`config.mk`:
```
export PLATFORM = sky130hd
export DESIGN_NAME = wxo_queue
export DESIGN_NICKNAME = d
export VERILOG_FILES = /design/src/wavetable_crossfade_oscillator_unit_defines.svh /design/src/wxo_pkg.sv /design/src/wxo_queue.sv
export SDC_FILE = /design/constraint.sdc
export NUM_CORES = 1
export LEC_CHECK = 0
export ABC_CLOCK_PERIOD_IN_PS = 2740
export BUFFER_PORTS_ARGS = -buffer_cell sky130_fd_sc_hd__buf_4
export CAP_MARGIN = 25
export CORE_MARGIN = 10
export CORE_UTILIZATION = 35
export DETAILED_ROUTE_END_ITERATION = 10
export PLACE_DENSITY = 0.53
export SLEW_MARGIN = 40
export SYNTH_ARGS = -nofsm -noshare
export SYNTH_HDL_FRONTEND = slang
export SYNTH_SLANG_ARGS = --single-unit
```
`constraint.sdc`:
```
create_clock -name clk -period 2.74 [get_ports clk]
set_input_delay 0.685 -clock clk [delete_from_list [all_inputs] [get_ports clk]]
set_output_delay 0.685 -clock clk [all_outputs]
set_load 0.005 [all_outputs]
```
`src/wavetable_crossfade_oscillator_unit_defines.svh`:
```
// Assertion macros used by the oscillator top level.
`ifndef WAVETABLE_CROSSFADE_OSCILLATOR_UNIT_DEFINES_SVH
`define WAVETABLE_CROSSFADE_OSCILLATOR_UNIT_DEFINES_SVH

`ifndef SYNTHESIS

// Same-cycle implication, checked on every rising edge outside reset.
`define WXO_ASSERT_IMP(lbl, ante, cons) \
  lbl: assert property (@(posedge clk) disable iff (!rst_n) (ante) |-> (cons)) \
    else $error("wxo assertion failed");

// Next-cycle implication, checked on every rising edge outside reset.
`define WXO_ASSERT_NXT(lbl, ante, cons) \
  lbl: assert property (@(posedge clk) disable iff (!rst_n) (ante) |=> (cons)) \
    else $error("wxo assertion failed");

`else

`define WXO_ASSERT_IMP(lbl, ante, cons)
`define WXO_ASSERT_NXT(lbl, ante, cons)

`endif

`endif

```
`src/wxo_pkg.sv`:
```
// Shared types and constants of the wavetable crossfade oscillator.
`default_nettype none

package wxo_pkg;

  localparam int DEF_TABLE_DEPTH  = 2048;
  localparam int DEF_SAMPLE_WIDTH = 16;

  localparam int FRAC_BITS = 21;
  localparam int STEP_W    = 32;
  localparam int MIXPOS_W  = 16;
  localparam int WGT_W     = 17;
  localparam int AMP_W     = 16;
  localparam int Q15_BITS  = 15;

  localparam logic [WGT_W-1:0] UNITY_Q15 = 17'd32768;
  localparam logic [AMP_W-1:0] AMP_RESET = 16'd3277;

  localparam int QUEUE_DEPTH = 2;

  typedef struct packed {
    logic signed [WGT_W-1:0] saw_w;
    logic [MIXPOS_W-1:0]     sin_w;
    logic [FRAC_BITS-1:0]    frac;
  } fx_weight_t;

  typedef struct packed {
    logic full;
    logic empty;
  } fifo_status_t;

  typedef enum logic [0:0] {
    FR_IDLE,
    FR_REDUCE
  } front_state_t;

endpackage

`default_nettype wire

```
`src/wxo_queue.sv`:
```
// Small FIFO that decouples the phase front end from the synthesis pipeline.
`default_nettype none

module wxo_queue #(
  parameter int DATA_W = 8
) (
  input  wire logic               clk,
  input  wire logic               rst_n,
  input  wire logic               push,
  input  wire logic [DATA_W-1:0]  wdata,
  input  wire logic               pop,
  output logic [DATA_W-1:0]       rdata,
  output wxo_pkg::fifo_status_t   status
);
  import wxo_pkg::*;

  localparam int PTR_W = (QUEUE_DEPTH > 1) ? $clog2(QUEUE_DEPTH) : 1;
  localparam int CNT_W = $clog2(QUEUE_DEPTH + 1);
  localparam logic [PTR_W-1:0] LAST_PTR = PTR_W'(QUEUE_DEPTH - 1);
  localparam logic [CNT_W-1:0] FULL_CNT = CNT_W'(QUEUE_DEPTH);

  logic [DATA_W-1:0] slot_r [QUEUE_DEPTH];
  logic [PTR_W-1:0]  wr_ptr_r, rd_ptr_r;
  logic [CNT_W-1:0]  cnt_r;

  always_ff @(posedge clk) begin
    if (push) begin
      slot_r[wr_ptr_r] <= wdata;
    end
  end

  always_ff @(posedge clk) begin
    if (!rst_n) begin
      wr_ptr_r <= '0;
      rd_ptr_r <= '0;
      cnt_r    <= '0;
    end else begin
      if (push) begin
        wr_ptr_r <= (wr_ptr_r == LAST_PTR) ? '0 : wr_ptr_r + PTR_W'(1);
      end
      if (pop) begin
        rd_ptr_r <= (rd_ptr_r == LAST_PTR) ? '0 : rd_ptr_r + PTR_W'(1);
      end
      case ({push, pop})
        2'b10:   cnt_r <= cnt_r + CNT_W'(1);
        2'b01:   cnt_r <= cnt_r - CNT_W'(1);
        default: cnt_r <= cnt_r;
      endcase
    end
  end

  assign rdata        = slot_r[rd_ptr_r];
  assign status.full  = (cnt_r == FULL_CNT);
  assign status.empty = (cnt_r == '0);

endmodule

`default_nettype wire

```
**Word-level counts from Yosys, hierarchy flattened**

Memory sizes are Yosys's and may differ from the RTL's. A register that Yosys moved wholly into a read port is not among the register bits.
Index checks and enable logic that the tools add are counted.

- Output and inout port bits: 10
- Memory bits (writable): 16
- Bits in registers: 4
- Bits of input ports: 12
- Logic and storage cells: 20
- Memories: 1

- Mux-type cells: 7
- Reductions and logical operators: 2
- Eq/ne operators: 3
- Add/sub/neg operators: 4

Memory list:

| name | words | width | read ports | clocked after Yosys merged registers in | wr ports | line | text |
|---|---|---|---|---|---|---|---|
| slot_r | 2 | 8 | 1 | 1 | 1 | wxo_queue.sv:22 | `logic [DATA_W-1:0] slot_r [QUEUE_DEPTH];` |

Operators with widths:

| cell | number |
|---|---|
| 1-bit 2-to-1 mux | 6 |
| 2-bit == test, second input constant | 2 |
| 2-bit case mux with 2 select lines | 1 |
| 1-bit adder, second input constant | 2 |
| 2-bit by 1-bit adder with 2-bit output, second input constant | 1 |
| 2-bit by 1-bit == test with 1-bit output, second input constant | 1 |
| 2-bit zero test | 1 |
| 2-bit nonzero test | 1 |
| 2-bit by 1-bit subtractor with 2-bit output, second input constant | 1 |

**Longest topological paths before layout**

Gate-level depths: netlist of the first run.

- Depth in word-level cells: 4
- Depth in mapped cells: 5
- Depth with buffers taken out: 5

**Least setup slack after synthesis of the first run**

No wires, ideal clock.

- Kind: input to register
- From: input push
- To: register cnt_r[1]
- Required time: 2670 ps
- Setup slack: 1159 ps
- Library setup time: 70 ps
- Stages: 4
- Arrival: 1511 ps
- Cell sequence: inv_1 > ha_1 > or3_1 > a21boi_1

- Word-level cells in the longest chain between the ends: 2
- Elaborated cells between the ends (all ways): 4
- Those cells by class: eq/ne: 2; mux: 1; reduce/logical: 1

RTL lines:

| element | line | text |
|---|---|---|
| start, declared | wxo_queue.sv:9 | `input wire logic push,` |
| 2-bit by 1-bit == test with 1-bit output / 2-bit == test (equally long branches) | wxo_queue.sv:44 | `case ({push, pop})` |
| 2-bit case mux with 2 select lines / 2-bit nonzero test (equally long branches) | n/a |  |
| end signal, assigned | wxo_queue.sv:45 | `2'b10: cnt_r <= cnt_r + CNT_W'(1);` |
| end signal, assigned | wxo_queue.sv:46 | `2'b01: cnt_r <= cnt_r - CNT_W'(1);` |
| end signal, assigned | wxo_queue.sv:47 | `default: cnt_r <= cnt_r;` |
| end, declared | wxo_queue.sv:24 | `logic [CNT_W-1:0] cnt_r;` |

Several ways; a longest one is shown, not always the timed one.
A chain may end at the register's enable or synchronous reset.

==> results of run 1 <==
## per-stage QoR
| step | area, um2 | util (%) | hold WS, ns |
|---|---|---|---|
| after floorplan | 792.0 | - | 0.4662 |
| after global placement | 979.7 | 44.72 | 0.4890 |
| after detailed placement | 979.7 | 44.72 | 0.5030 |
| after CTS | 1006 | 45.92 | 0.5193 |
| after global routing | 1006 | 45.92 | 0.5523 |
| final | 1006 | 45.92 | 0.5142 |
## worst min-delay path by stage
stage,from,endpoint,cells after the start
final,cnt_r[1],cnt_r[1],2
after global routing,wdata[1],slot_r[1][1],1
after CTS,cnt_r[1],cnt_r[1],2
after detailed placement,cnt_r[1],cnt_r[1],2
after global placement,cnt_r[1],cnt_r[1],2
after floorplan,cnt_r[1],cnt_r[1],2
## sequential cells by signal, indices dropped and copies added, names as in the netlist, named ones only
signal	count
wr_ptr_r	1
rd_ptr_r	1
slot_r	16
cnt_r	2
## final cells by class
cell class,instances,share of cell area (%)
repair buffers,21,15.67
flip-flops and latches,21,57.71
clock buffers,4,2.612
well taps,28,3.483
multi-input cells,24,20.15
inverters,1,0.3731
## cell families (layout without fill, tap and decap cells)
logic type	count (synthesis)	count (layout)	share of synthesized area, %
flip-flops	21	21	73.30
AND/OR/NAND/NOR	9	9	6.794
multiplexers	8	8	11.37
AO/OA/AOI/OAI	3	3	2.528
XOR/XNOR	3	3	3.318
buffers and inverters	2	26	1.105
adder cells (fa/ha/maj)	1	1	1.580
## cells in the mapped netlist (all sizes together)
master / count / area share [%]
a21boi: 1 / 0.95
and2: 4 / 3.2
and2b: 1 / 1.1
buf: 1 / 0.63
dfxtp: 5 / 13
edfxtp: 16 / 61
ha: 1 / 1.6
inv: 1 / 0.47
mux2: 8 / 11
nor2: 2 / 0.95
nor2b: 1 / 0.79
o21a: 1 / 0.95
o21ai: 1 / 0.63
or3: 1 / 0.79
xnor2: 2 / 2.2
xor2: 1 / 1.1
## metal layers
| metal | global-route usage (%) | share of wire [%] | up-vias | wire [um] |
|---|---|---|---|---|
| met2 | 10.92 | 53 | 10 | 712 |
| li1 | - | - | 216 | - |
| met4 | 3.846 | 1.6 | 0 | 21 |
| met5 | 0 | 0 | - | 0 |
| met3 | 2.975 | 9.7 | 2 | 132 |
| met1 | 6.943 | 36 | 205 | 487 |
## power groups by stage
stage               sequential [W]  combinational, W  clock, W
floorplan                 0.000378         0.0000469         0
global placement          0.000384         0.0000885         0
detailed placement        0.000385         0.0000891         0
CTS                       0.000377         0.0000895  0.000149
global route              0.000380         0.0000974  0.000161
finish                    0.000376         0.0000864  0.000140
## tightest hold or removal path: cells and delay by family, from the launching register on
| family | cells | cell delay (ns) |
|---|---|---|
| flops | 1 | 0.34 |
| compound gates | 2 | 0.14 |
==> reports/qor.yml, run 1 <==
outcome: "complete, no violations"
tightest_slew_ns: 0.7873
hold_class: "flop to flop"
path_depth: 2
peakVddDrop_mv: 0.3196
firstDrtPassIters: 4
crit_fanout: 8
pwr-share-comb_pct: 14.3
slew-limit-headroom_pct: 47.32
antenna_found_initial: 0
crit_chain: "mux2_2, buf_4"
hold_violations: 0
setup_viol_count_final: 0
dp.cells: 95
p_per_area_nw_per_um2: 599.5
yosysSeqAreaShare_pct: 73.30
num_antenna_cells: 0
coreArea_um2: 2191
leakage_nw: 0.3890
swShare_pct: 20.95
vias: 433
grt_pass1_vias: 476
path_clk_slew_ns: 0.11
ctsHoldBuffers: 0
grt-ovfl-total: 0
p_clk_share_pct: 23.3
layout-drive-gt1-share_pct: 46.48
clock-sinks: 21
cts_tree: "built"
fin_crit_ns: 2.054
worst-path-buf-inv: 1
drc_errors: 0
root_buffer: "clkbuf_4"
setup.worst_path.end: "rdata[7]"
final_cell_mix: "buf_4 (21), edfxtp_1 (16), mux2_2 (8)"
critPathCaptureType: "output port"
numCtsBuffers: 3
num-fill-cells: 215
setup-tns-final_ns: 0
rsz0062_at_grt: "false"
rr_worst_depth: 1
drtIter0Drc: 17
rows: 17
crit_slowest_cell: "dfxtp_1"
post_cts_buffers: 0
grt_use_total_pct: 6.662
die_w_um: 67.57
multiInputGateArea_um2: 202.7
maxCapViolations: 0
ant_nets: 0
vias_per_cell: 4.374
internal_power_w: 0.0004767
place_hpwl_mm: 1.053
layout_commonest_cell: "buf_4"
nets: 85
syn_nets: 60
grt_pass1_wl_mm: 2.277
netlist_area_um2: 792.0
synth_cell_types: 16
slew_viol_final: 0
routed_wl_mm: 1.354
syn_inst: 47
min_period_over_period_pct: 74.98
regArea_um2: 580.6
ios: 22
startpoint_type: "flop"
port_buffers: 21
path_class: "flop to output port"
dieArea_um2: 4566
clock_skew_ns: 0.007139
start_util_pct: 36.15
post_drt_wl_per_cell_um: 13.68
timing.fmax_mhz: 486.8
slowest_delay_ns: 0.56
synth_seq_cells: 21
htreeDepth: 1
place.gp.congestion: 0.6496
avgSynthCellArea_um2: 16.85
layout.cells.non_filler: 99
yosys_warnings: 0
ctsResizeCount: 0
switching_power_w: 0.0001264
worst_slack_ns: 0.6856
r2r-start: "wr_ptr_r"
clock_latency_ns: 0.29
seqPwrFrac_pct: 62.4
syn2layout_area_growth_pct: 27.01
cts_buffer_depth: 2
dp_slack_ns: 0.9062
arrival_ns: 1.37
grt_max_degree: 12
dieHeight_um: 67.57
required_ns: 2.06
ff2ff_setup_slack_ns: 1.43
power.total_w: 0.0006031
worst_r2r_endpoint: "slot_r[0][7]"
path_delay_family: "flip-flops"
Note: power is estimated with default switching activity, not from simulation.
==> run 2: changes to the inputs <==
- ABC_CLOCK_PERIOD_IN_PS: 2740 -> 1700
- PLACE_DENSITY: 0.53 -> 0.55
- clock period: 2.74 -> 1.7 ns (I/O delays scaled with it)
==> run 2 against run 1 <==
- clock power up 61%
- wire length decreased by 4.8%
- cell count increased by 2.0%
- core utilization up 0.86 points
- critical path type unchanged
- sequential cell count is the same
- worst setup slack got worse by 0.61 ns
- non-clock buffer count is 2 higher
==> reports/qor.yml, run 2 (same netlist as run 1, synthesis figures left out) <==
maxCapViolations: 0  # unchanged
grt_use_met2_pct: 8.685  # -2.2 points
cts_tree: "built"
layout_commonest_cell: "buf_4"
num_antenna_cells: 0  # unchanged
ant_nets: 0  # unchanged
firstDrtPassIters: 2  # -2
clock-sinks: 21  # unchanged
clock_latency_ns: 0.29  # about the same
path_class: "flop to output port"
ctsHoldBuffers: 0  # unchanged
grt_pass1_vias: 468  # -1.7%
grt_pass1_wl_mm: 2.090  # -8.2%
path_clk_slew_ns: 0.11  # about the same
post_drt_wl_per_cell_um: 12.76  # -6.7%
syn2layout_area_growth_pct: 29.38
htreeDepth: 1  # unchanged
outcome: "complete, no violations"
busiest_layer: "met2"
setup_viol_count_final: 0  # unchanged
largest_register: "slot_r"
gr-usage-met1_pct: 7.329  # +0.39 points
start_util_pct: 36.15  # unchanged
die_w_um: 67.57  # unchanged
dieHeight_um: 67.57  # unchanged
layout-drive-gt1-share_pct: 49.32  # +2.8 points
num-fill-cells: 197  # -8.4%
antenna_found_initial: 0  # unchanged
rsz0062_at_grt: "false"
peakVddDrop_mv: 0.6337  # +98%
grt_use_total_pct: 6.157  # -0.50 points
dieArea_um2: 4566  # unchanged
numCtsBuffers: 3  # unchanged
drtIter0Drc: 5  # -12
clock_skew_ns: 0.007950  # +0.0008109 ns
gr-usage-met3_pct: 2.975  # unchanged
finish.utilization_pct: 46.77  # +0.86 points
vias_per_cell: 4.248  # -2.9%
routed_wl_mm: 1.289  # -4.8%
slew_viol_final: 0  # unchanged
largest_reg_flops: 16  # unchanged
fin_crit_ns: 1.627
port_buffers: 21  # unchanged
slew-limit-headroom_pct: 73.24  # +26 points
critPathCaptureType: "output port"
power.total_w: 0.0009756  # +62%
place_hpwl_um: 986.2  # -6.3%
nets: 87  # +2.4%
hold_violations: 0  # unchanged
ios: 22  # unchanged
cts_buffer_depth: 2  # unchanged
tightest_slew_ns: 0.4013  # -0.3859 ns
final_cell_mix: "buf_4 (23), edfxtp_1 (16), mux2_2 (8)"
place.gp.congestion: 0.6112  # -5.9%
startpoint_type: "flop"
rows: 17  # unchanged
drc_errors: 0  # unchanged
vias: 429  # -0.92%
coreArea_um2: 2191  # unchanged
hold_class: "input pin to flop"
timing.fmax_mhz: 614.6
grt-ovfl-total: 0  # unchanged
p_per_area_nw_per_um2: 952.1  # +59%
grt_max_degree: 12  # unchanged
crit_fanout: 8  # unchanged
root_buffer: "clkbuf_4"
required_ns: 1.27  # -0.79 ns
arrival_ns: 1.20  # -0.17 ns
setup-tns-final_ns: 0  # unchanged
leakage_nw: 0.3995  # +2.7%
largest_registers: "slot_r (16), cnt_r (2)"
min_period_over_period_pct: 95.71
## run 2: changes by cell type in the layout (fill, tap and decap cells not counted), sizes merged
cell  previous run  this run
buf             21        23
## run 2: cell type report
cell class	count	area (um2)	share of cell area [%]
multi-input combinational	24	202.7	19.78
clock buffer	4	26.28	2.564
sequential	21	584.3	57.02
tap	28	35.03	3.419
inverter	1	3.754	0.3663
timing repair buffer	23	172.7	16.85
## run 2: layer usage
layer	wire (um)	part of all wire, %
met1	579	45
met2	576	45
met3	125	9.7
met4	8	0.62
met5	0	0
## run 2: stage by stage
step	cells	hold WS, ns	setup slack (ns)	instance area [um2]
2_1_floorplan	47	0.4662	0.3792	792.0
3_3_place_gp	97	0.4827	0.2150	994.7
3_5_place_dp	97	0.4985	0.2167	994.7
4_1_cts	101	0.3019	0.003474	1022
5_1_grt	101	0.2912	0.01097	1025
6_report	101	0.3115	0.07299	1025
## run 2: path summary, 6_finish.rpt
path | from | slack, ns | depth (start not counted) | to
worst max-delay path | flop | 0.07 | 2 | rdata[4]
worst min-delay path | wdata[1] | 0.31 | 1 | slot_r[1][1]
worst max register to register | wr_ptr_r | 0.65 | 1 | slot_r[1][5]
worst min register to register | cnt_r[1] | 0.51 | 2 | cnt_r[1]
## run 2: power breakdown
part	internal [W]	total (W)	switching (W)	leakage [nW]
Combinational	0.0000947	0.000145	0.0000501	0.192
Clock	0.0000911	0.000225	0.000134	0.0150
Sequential	0.000587	0.000606	0.0000189	0.192
Total	0.000773	0.000976	0.000203	0.400
## run 2: worst max-delay path, stage by stage, from the launching register on
cell and delay [ns]:
dfxtp_4 0.42, mux2_2 0.35, buf_4 0.14
## run 2: timing repair
action,4_1_cts,5_1_grt
resized for setup,1,1
setup endpoints to repair,8,8
buffers inserted,0,0
gates cloned,0,0
