===== config.mk =====
export PLATFORM = sky130hd
export DESIGN_NAME = wxo_front
export DESIGN_NICKNAME = d
export VERILOG_FILES = /design/src/wavetable_crossfade_oscillator_unit_defines.svh /design/src/wxo_pkg.sv /design/src/wxo_front.sv
export SDC_FILE = /design/constraint.sdc
export NUM_CORES = 1
export LEC_CHECK = 0
export ABC_AREA = 1
export BUFFER_PORTS_ARGS = -buffer_cell sky130_fd_sc_hd__buf_2
export CAP_MARGIN = 10
export CORE_ASPECT_RATIO = 1.25
export CORE_MARGIN = 1
export CORE_UTILIZATION = 63
export CTS_BUF_LIST = sky130_fd_sc_hd__clkbuf_4 sky130_fd_sc_hd__clkbuf_8
export DETAILED_ROUTE_END_ITERATION = 16
export PLACE_DENSITY = 0.82
export SLEW_MARGIN = 20
export SYNTH_ARGS = -nofsm -noshare
export SYNTH_HDL_FRONTEND = slang
export SYNTH_SLANG_ARGS = --single-unit

===== constraint.sdc =====
create_clock -name clk -period 8 [get_ports clk]
set_input_delay 2 -clock clk [delete_from_list [all_inputs] [get_ports clk]]
set_output_delay 2 -clock clk [all_outputs]
set_load 0.05 [all_outputs]

===== src/wavetable_crossfade_oscillator_unit_defines.svh =====
// Assertion macros used by the oscillator top level.
`ifndef WAVETABLE_CROSSFADE_OSCILLATOR_UNIT_DEFINES_SVH
`define WAVETABLE_CROSSFADE_OSCILLATOR_UNIT_DEFINES_SVH

`ifndef SYNTHESIS

// Same-cycle implication, checked on every rising edge outside reset.
`define WXO_ASSERT_IMP(lbl, ante, cons) \
  lbl: assert property (@(posedge clk) disable iff (!rst_n) (ante) |-> (cons)) \
    else $error("wxo assertion failed");

// Next-cycle implication, checked on every rising edge outside reset.
`define WXO_ASSERT_NXT(lbl, ante, cons) \
  lbl: assert property (@(posedge clk) disable iff (!rst_n) (ante) |=> (cons)) \
    else $error("wxo assertion failed");

`else

`define WXO_ASSERT_IMP(lbl, ante, cons)
`define WXO_ASSERT_NXT(lbl, ante, cons)

`endif

`endif


===== src/wxo_pkg.sv =====
// Shared types and constants of the wavetable crossfade oscillator.
`default_nettype none

package wxo_pkg;

  localparam int DEF_TABLE_DEPTH  = 2048;
  localparam int DEF_SAMPLE_WIDTH = 16;

  localparam int FRAC_BITS = 21;
  localparam int STEP_W    = 32;
  localparam int MIXPOS_W  = 16;
  localparam int WGT_W     = 17;
  localparam int AMP_W     = 16;
  localparam int Q15_BITS  = 15;

  localparam logic [WGT_W-1:0] UNITY_Q15 = 17'd32768;
  localparam logic [AMP_W-1:0] AMP_RESET = 16'd3277;

  localparam int QUEUE_DEPTH = 2;

  typedef struct packed {
    logic signed [WGT_W-1:0] saw_w;
    logic [MIXPOS_W-1:0]     sin_w;
    logic [FRAC_BITS-1:0]    frac;
  } fx_weight_t;

  typedef struct packed {
    logic full;
    logic empty;
  } fifo_status_t;

  typedef enum logic [0:0] {
    FR_IDLE,
    FR_REDUCE
  } front_state_t;

endpackage

`default_nettype wire


===== src/wxo_front.sv =====
// Front end: accepts sample ticks, derives table indexes and weights, advances the phase.
`default_nettype none

module wxo_front #(
  parameter int TABLE_DEPTH = wxo_pkg::DEF_TABLE_DEPTH
) (
  input  wire logic                                  clk,
  input  wire logic                                  rst_n,
  input  wire logic                                  in_valid,
  output logic                                       in_stall,
  input  wire logic [wxo_pkg::STEP_W-1:0]            in_phase_step,
  input  wire logic [wxo_pkg::MIXPOS_W-1:0]          in_mix_position,
  input  wire wxo_pkg::fifo_status_t                 q_status,
  output logic                                       q_push,
  output logic [$clog2(TABLE_DEPTH)-1:0]             q_idx,
  output logic [$clog2(TABLE_DEPTH)-1:0]             q_idx_up,
  output wxo_pkg::fx_weight_t                        q_wgt
);
  import wxo_pkg::*;

  localparam int IDX_W = $clog2(TABLE_DEPTH);
  localparam int ACC_W = IDX_W + FRAC_BITS;
  localparam int SUM_W = ((ACC_W > STEP_W) ? ACC_W : STEP_W) + 1;
  localparam int RED_K = SUM_W - ACC_W;
  localparam int DIV_W = SUM_W + 1;
  localparam int CNT_W = $clog2(RED_K + 1);

  localparam logic [DIV_W-1:0] DIV_INIT = DIV_W'(TABLE_DEPTH) << (FRAC_BITS + RED_K);
  localparam logic [IDX_W-1:0] LAST_IDX = IDX_W'(TABLE_DEPTH - 1);
  localparam logic [CNT_W-1:0] CNT_INIT = CNT_W'(RED_K);

  front_state_t state_r, state_nxt;

  logic [ACC_W-1:0] phase_r, phase_nxt;
  logic [SUM_W-1:0] rem_r, rem_nxt, rem_sub;
  logic [DIV_W-1:0] div_r, div_nxt;
  logic [CNT_W-1:0] cnt_r, cnt_nxt;
  logic             accept;
  logic [IDX_W-1:0] idx;

  // Next state.
  always_comb begin
    state_nxt = state_r;
    unique case (state_r)
      FR_IDLE: begin
        if (accept) begin
          state_nxt = FR_REDUCE;
        end
      end
      FR_REDUCE: begin
        if (cnt_r == '0) begin
          state_nxt = FR_IDLE;
        end
      end
      default: state_nxt = FR_IDLE;
    endcase
  end

  // Outputs.
  always_comb begin
    in_stall = 1'b1;
    unique case (state_r)
      FR_IDLE:   in_stall = q_status.full;
      FR_REDUCE: in_stall = 1'b1;
      default:   in_stall = 1'b1;
    endcase
  end

  assign accept = in_valid && !in_stall;
  assign q_push = accept;

  // Table lookup positions and crossfade weights for the current phase.
  assign idx         = phase_r[ACC_W-1:FRAC_BITS];
  assign q_idx       = idx;
  assign q_idx_up    = (idx == LAST_IDX) ? '0 : idx + IDX_W'(1);
  assign q_wgt.frac  = phase_r[FRAC_BITS-1:0];
  assign q_wgt.sin_w = in_mix_position;
  assign q_wgt.saw_w = $signed(UNITY_Q15 - {1'b0, in_mix_position});

  // Restoring reduction of phase + step modulo the table span, one divisor shift per cycle.
  assign rem_sub = ({1'b0, rem_r} >= div_r) ? rem_r - div_r[SUM_W-1:0] : rem_r;

  always_comb begin
    phase_nxt = phase_r;
    rem_nxt   = rem_r;
    div_nxt   = div_r;
    cnt_nxt   = cnt_r;
    if (state_r == FR_IDLE) begin
      if (accept) begin
        rem_nxt = SUM_W'(phase_r) + SUM_W'(in_phase_step);
        div_nxt = DIV_INIT;
        cnt_nxt = CNT_INIT;
      end
    end else begin
      rem_nxt = rem_sub;
      div_nxt = div_r >> 1;
      cnt_nxt = cnt_r - CNT_W'(1);
      if (cnt_r == '0) begin
        phase_nxt = rem_sub[ACC_W-1:0];
        cnt_nxt   = cnt_r;
      end
    end
  end

  always_ff @(posedge clk) begin
    if (!rst_n) begin
      state_r <= FR_IDLE;
      phase_r <= '0;
      cnt_r   <= '0;
    end else begin
      state_r <= state_nxt;
      phase_r <= phase_nxt;
      cnt_r   <= cnt_nxt;
    end
  end

  always_ff @(posedge clk) begin
    rem_r <= rem_nxt;
    div_r <= div_nxt;
  end

endmodule

`default_nettype wire


After elaboration in Yosys (flattened, before gate mapping):

Index checks and enable logic that the tools add are counted.

* register bits after elaboration: 101
* latch bits: 0
* memory bits (writable): 0
* bits in read-only memories: 0
* input bits: 53
* output and inout port bits: 78
* word-level logic and storage cells: 35
* memories kept: 0

* $add $sub $neg: 5
* multiply operators: 0
* div/mod/pow operators: 0
* order comparisons: 1
* equal/unequal tests: 2
* shift operators: 0
* multiplexer cells: 13
* bitwise logic cells: 2
* reduce and logical (&&, ||, !) cells: 5

Operators by type and width (number)
* 2-to-1 mux 33 bit: 5
* >= comparator 33 x 34 -> 1 bit: 1
* adder 32 x 32 -> 33 bit: 1
* subtractor 33 bit: 1
* subtractor 16 x 16 -> 17 bit (first input constant): 1
* adder 11 x 1 -> 11 bit (second input constant): 1
* equality test 11 bit (second input constant): 1
* 2-to-1 mux 11 bit: 1
* 2-to-1 mux 1 bit: 5
* one-hot mux 1 bit (2 select lines): 2
* AND reduction 2 bit: 2
* inequality test 2 x 1 -> 1 bit (second input constant): 1
* inverter 1 bit: 2
* nonzero test 2 bit: 1
* logical AND 1 bit: 1
* zero test 1 bit: 1
* subtractor 1 bit (second input constant): 1

Depth between registers and ports, before layout:

Gate-level depths: netlist (run 1).

* word-level depth: 6
* mapped depth: 17
* depth with buffers taken out: 16

Worst setup path after synthesis (run 1):

OpenSTA, ideal clock, no wires.

* kind: input to output
* start: input port in_mix_position[0] in the netlist's numbering
* end: output port q_wgt[51] in the netlist's numbering
* data arrival time: 3.800 ns
* required time: 6.000 ns
* slack: 2.200 ns
* stages on the path: 9
* path buffers: 0
* path through: inv_1 ha_1 nand2_1 nor2_1 nand2_1 nor3_1 nand4_1 nor2_1 xor2_1

RTL lines
* from (decl): RTL line wxo_front.sv:12 `input wire logic [wxo_pkg::MIXPOS_W-1:0] in_mix_position,`
* to (decl): RTL line wxo_front.sv:17 `output wxo_pkg::fx_weight_t q_wgt`

==> impl_metrics.yaml, run 1 <==
outcome:
  outcome: "completed"
pwr:
  power_mw: 1.71
  leakagePower_nw: 5.98
  power_density_mw_per_mm2: 162
  ir_drop_uv: 89.0
final_layout:
  layout_common_cells: "nand2_1, inv_1, nor2_1, buf_2, nand3_1"
  multi_input_area_mm2: 0.00569
  final_util_pct: 70.1
  diodes: 0
  drive_gt1_share_pct: 11.2
  nFillCells: 1437
  mostFrequentLayoutCell: "nand2_1"
  area_growth_pct: 8.09
  register_area_mm2: 0.00268
  nNetsFinal: 1758
  final_cells: 1823
cts:
  cts_tree: "yes"
  ctsResizeCount: 0
  cts_htree_levels: 3
  cts_hold_buffers: 0
  cts_setup_buffers: 0
  clock_sinks: 101
  cts.clk_slew.worst_paths_ns: 0.10
  cts.path.max_buffers: 2
  worstSkewPairLatency_ns: 0.39
  cts_buffers: 9
  cts-root-buf: "clkbuf_8"
routing:
  wl_um: 26500
  wl_per_cell_um: 14.6
  via_per_inst: 5.40
  drtAntennaViolNets: 0
  drtPass1Iterations: 8
  drc: 0
  drt-initial-drc-count: 761
  vias: 9852
timing:
  final.min_clock_period_ns: 5.72
  hold_violations: 0
  fmax_ghz: 0.175
  setup_tns_ns: 0
  skew_ns: 0.0184
  tightest_slew_ns: 1.08
  rsz0062_at_grt: "false"
  timing.hold.ws_ns: 0.506
  relSlewSlack_pct: 27.3
  finalSetupViolations: 0
  period_share_pct: 71.5
  slew_viol_final: 0
critical_path:
  cp_max_fo: 3
  required_ns: 6.00
  start_kind: "primary input"
  end_kind: "output pin"
  worstPathArrival_ns: 3.72
  crit_type: "in2out"
synthesis:
  syn-mean-instance-area_um2: 6.33
  synth_cell_type_count: 40
  synth-edff-count: 66
  synthesis.nets: 1661
  ys_seq_elements: 101
  synth_cells: 1539
  yosysWarnings: 0
  synthArstFlopShare_pct: 0
  ys.flop_type: "edfxtp_1"
  netlist_area_mm2: 0.00974
  synth_seq_area_share_pct: 27.5
hold_path:
  hold_path.class: "reg2reg"
floorplan:
  die_x_um: 113
  rows: 50
  coreArea_mm2: 0.0150
  die_h_um: 141
  io_pins: 131
  start_util_pct: 64.9
  die_area_mm2: 0.0160
place:
  dp_hpwl_um: 21300
  dp.cells: 1807
  io_buffer_count: 129
  gp_congestion: 0.990
global_routing:
  grt_util_all_layers_pct: 33.8
  grt_max_degree: 81
  overflow: 0
  antenna_found_initial: 0
  grt_pass1_vias: 9031
  grt_pass1_wl_um: 42600
flow_run:
  maxCapViolations: 0
==> state kept, by name, summed over array words and instances (netlist names) <==
signal,cells
div_r,34
cnt_r,1
phase_r,32
rem_r,33
state_r,1
==> per-stage QoR <==
| stage | setup slack [ns] | area (um2) |
|---|---|---|
| after global routing | 2.05 | 10500 |
| final | 2.28 | 10500 |
| after detailed placement | 2.23 | 10400 |
| after global placement | 2.27 | 10400 |
| after floorplan | 2.20 | 9740 |
| after CTS | 2.23 | 10500 |
==> cells in the mapped netlist, drive strengths merged, types with 10 or more instances <==
cell	number	share of area [%]
nand2	500	20
inv	284	11
nor2	154	6.2
nand3	131	7.4
a21oi	78	4.0
ha	67	8.6
edfxtp	66	20
o21ai	39	2.0
xor2	37	3.3
buf	35	2.7
dfxtp	35	7.2
nor3	18	0.92
nand4	14	0.90
nand3b	13	1.0
clkbuf	12	0.46
o21a	11	0.85
a31oi	10	0.64
xnor2	10	0.90
==> layer usage <==
metal,GRT usage [%],wire [um]
met4,13.0,920
met2,57.6,12300
met5,0,0
met1,43.9,11500
met3,3.70,1790
==> critical path, cell delays in order <==
cell and delay (ns):
buf_2 0.11, inv_1 0.07, ha_1 0.19, nand2_1 0.09
nor2_1 0.09, nand2_1 0.08, nor3_1 0.30, nand4_1 0.17
nor2_1 0.19, xor2_1 0.16, buf_2 0.28
==> worst paths after layout <==
check	from	endpoint	slack, ns	depth (start not counted)
max	in_mix_position[0]	q_wgt[51]	2.28	11
min	cnt_r	state_r	0.51	2
max reg2reg	rem_r[0]	rem_r[15]	4.99	14
min reg2reg	cnt_r	state_r	0.51	2
==> cells by family after synthesis <==
logic type               after synthesis  share of synthesized area (%)
adder cells (fa/ha/maj)               69                           9.02
buffers and inverters                332                           14.1
XOR/XNOR                              47                           4.22
AO/OA/AOI/OAI                        148                           8.31
flip-flops                           101                           27.5
AND/OR/NAND/NOR                      842                           36.8
==> power breakdown <==
| group | total, mW | internal [mW] | switching [mW] |
|---|---|---|---|
| Combinational | 0.742 | 0.226 | 0.516 |
| Clock | 0.320 | 0.124 | 0.196 |
| Sequential | 0.643 | 0.607 | 0.0355 |
==> layout make-up <==
cell class | instances | share of cell area [%]
Clock buffer | 11 | 1.32
Timing Repair Buffer | 133 | 6.42
Inverter | 285 | 10.2
Sequential cell | 101 | 25.5
Multi-Input combinational cell | 1106 | 54.1
Clock inverter | 5 | 0.392
Tap cell | 182 | 2.16
No activity file was read; power rests on OpenSTA's default activity.
==> run 2, diff against run 1 <==
CORE_UTILIZATION = 55   (was 63)
PLACE_DENSITY = 0.76   (was 0.82)
clock period = 4.7 ns   (was 8 ns; I/O delays follow)
==> run 2 against run 1 <==
Against the previous run:
- cell count up 2.4%
- power rose by 72%
- clock skew shrank 0.0041 ns
- non-clock buffer count increased by 1
- largest cell class unchanged
- highest routed layer unchanged
==> impl_metrics.yaml, run 2 (synthesis results as in run 1) <==
routing:
  drc: 0
  wl_um: 26600
  via_per_inst: 5.17
  vias: 9654
  wl_per_cell_um: 14.3
  drt-initial-drc-count: 665
  drtPass1Iterations: 6
  drtAntennaViolNets: 0
place:
  dp_hpwl_um: 21700
  dp.cells: 1850
  dpl_cell_area_mm2: 0.0104
  gp_congestion: 0.920
  io_buffer_count: 129
critical_path:
  start_kind: "primary input"
  crit_slowest_cell: "nor3_1"
  end_kind: "output pin"
  required_ns: 3.52
  crit_buf_inv: 3
  r2r_setup_slack_ns: 1.71
  crit_chain: "buf_2 > inv_1 > ha_1 > nand2_1 > nor2_1 > nand2_1 > nor3_1 > nand4_1 > nor2_1 > xor2_1 > buf_2"
  critPathMaxStageDelay_ns: 0.31
  worstPathArrival_ns: 2.91
  worst_r2r_endpoint: "rem_r[11]"
  r2r_cells: 14
  path_delay_family: "simple AND/OR/NAND/NOR gates"
  cp_max_fo: 3
  crit_type: "in2out"
  reg2reg_from: "rem_r[0]"
final_layout:
  nFillCells: 1717
  reg_top3: "div_r x34, rem_r x33, phase_r x32"
  max_flop_register: "div_r"
  layout_common_cells: "nand2_1, inv_1, nor2_1, buf_2, nand3_1"
  mostFrequentLayoutCell: "nand2_1"
  area_growth_pct: 8.96
  diodes: 0
  nNetsFinal: 1759
  largest_register_ffs: 34
  final_cells: 1866
  fin_area_mm2: 0.0106
  drive_gt1_share_pct: 11.2
pwr:
  switchingPower_mw: 1.24
  leakagePower_nw: 6.00
  p_int_mw: 1.70
  combPwrFrac_pct: 42.7
  ir_drop_uv: 124
  p_sw_share_pct: 42.2
  power_frac_seq_pct: 37.2
  power_density_mw_per_mm2: 277
  clkPwrFrac_pct: 20.1
  power_mw: 2.94
cts:
  cts_htree_levels: 3
  ctsResizeCount: 0
  worstSkewPairLatency_ns: 0.38
  cts_tree: "yes"
  cts.clk_slew.worst_paths_ns: 0.09
  clock_sinks: 101
  cts_hold_buffers: 0
  cts_setup_buffers: 0
  cts-root-buf: "clkbuf_8"
  cts.path.max_buffers: 2
  cts_buffers: 9
global_routing:
  grt_pass1_wl_um: 42600
  antenna_found_initial: 0
  grt_util_all_layers_pct: 30.1
  grt_max_degree: 81
  grt_pass1_vias: 8947
  overflow: 0
timing:
  fmax_ghz: 0.245
  relSlewSlack_pct: 28.2
  slew_viol_final: 0
  tightest_slew_ns: 1.07
  finalSetupViolations: 0
  skew_ns: 0.0143
  setup_tns_ns: 0
  period_share_pct: 86.9
  hold_violations: 0
  final.min_clock_period_ns: 4.08
  rsz0062_at_grt: "false"
  timing.hold.ws_ns: 0.507
flow_run:
  maxCapViolations: 0
outcome:
  outcome: "completed"
hold_path:
  hp-start: "cnt_r"
  hold_path.class: "reg2reg"
  worstHoldEndpoint: "state_r"
  whs_path_depth: 2
floorplan:
  die_h_um: 151
  coreArea_mm2: 0.0174
  die_x_um: 121
  rows: 54
  die_area_mm2: 0.0183
  io_pins: 131
  start_util_pct: 56.1
[run 2: cell types whose count changed in the layout (fill, tap and decap cells not counted)]
cell        delta
inv_6          -1
bufinv_16      +1
buf_4          +1
clkbuf_4       +1
clkbuf_8       +1
clkinvlp_4     -1
inv_8          -1
clkinv_2       -1
inv_4          +1
[run 2: layout make-up]
| cell class | instances | area, um2 | area share [%] |
|---|---|---|---|
| clock inverter | 3 | 45.0 | 0.424 |
| clock buffer | 13 | 160 | 1.51 |
| tap | 224 | 280 | 2.64 |
| multi-input combinational | 1106 | 5690 | 53.6 |
| inverter | 285 | 1070 | 10.1 |
| timing repair buffer | 134 | 683 | 6.43 |
| sequential | 101 | 2680 | 25.3 |
[run 2: worst max-delay path by stage]
stage / start / end / depth (start not counted)
floorplan: in_mix_position[0] / q_wgt[51] / 9
global placement: in_mix_position[0] / q_wgt[51] / 11
detailed placement: in_mix_position[0] / q_wgt[51] / 11
CTS: in_mix_position[0] / q_wgt[51] / 11
global route: in_mix_position[0] / q_wgt[51] / 11
finish: in_mix_position[0] / q_wgt[51] / 11
[run 2: routing by layer]
| layer | global-route usage (%) | routed length [um] | up-vias | share of wire [%] |
|---|---|---|---|---|
| li1 | - | - | 5019 | - |
| met2 | 50.9 | 12200 | 316 | 46 |
| met4 | 14.2 | 1160 | 0 | 4.4 |
| met5 | 0 | 0 | - | 0 |
| met1 | 38.4 | 11900 | 4256 | 45 |
| met3 | 3.09 | 1330 | 63 | 5.0 |
[run 2: power by group through the flow]
stage	clock network (mW)	logic (mW)	registers, mW
after floorplan	0	0.916	1.15
after global placement	0	1.23	1.11
after detailed placement	0	1.24	1.11
after CTS	0.605	1.25	1.09
after global routing	0.630	1.41	1.10
final	0.592	1.26	1.09
[run 2: worst min-delay path, delay by kind of cell (launching register included)]
| family | cells | cell delay [ns] |
|---|---|---|
| AO/OA/AOI/OAI | 1 | 0.05 |
| flip-flops | 1 | 0.35 |
| AND/OR/NAND/NOR | 1 | 0.07 |
[run 2: per-stage QoR]
stage	worst slack [ns]	util [%]
floorplan	0.550	-
detailed placement	0.582	60.0
CTS	0.577	61.1
finish	0.616	61.1
global route	0.405	61.1
global placement	0.623	60.0
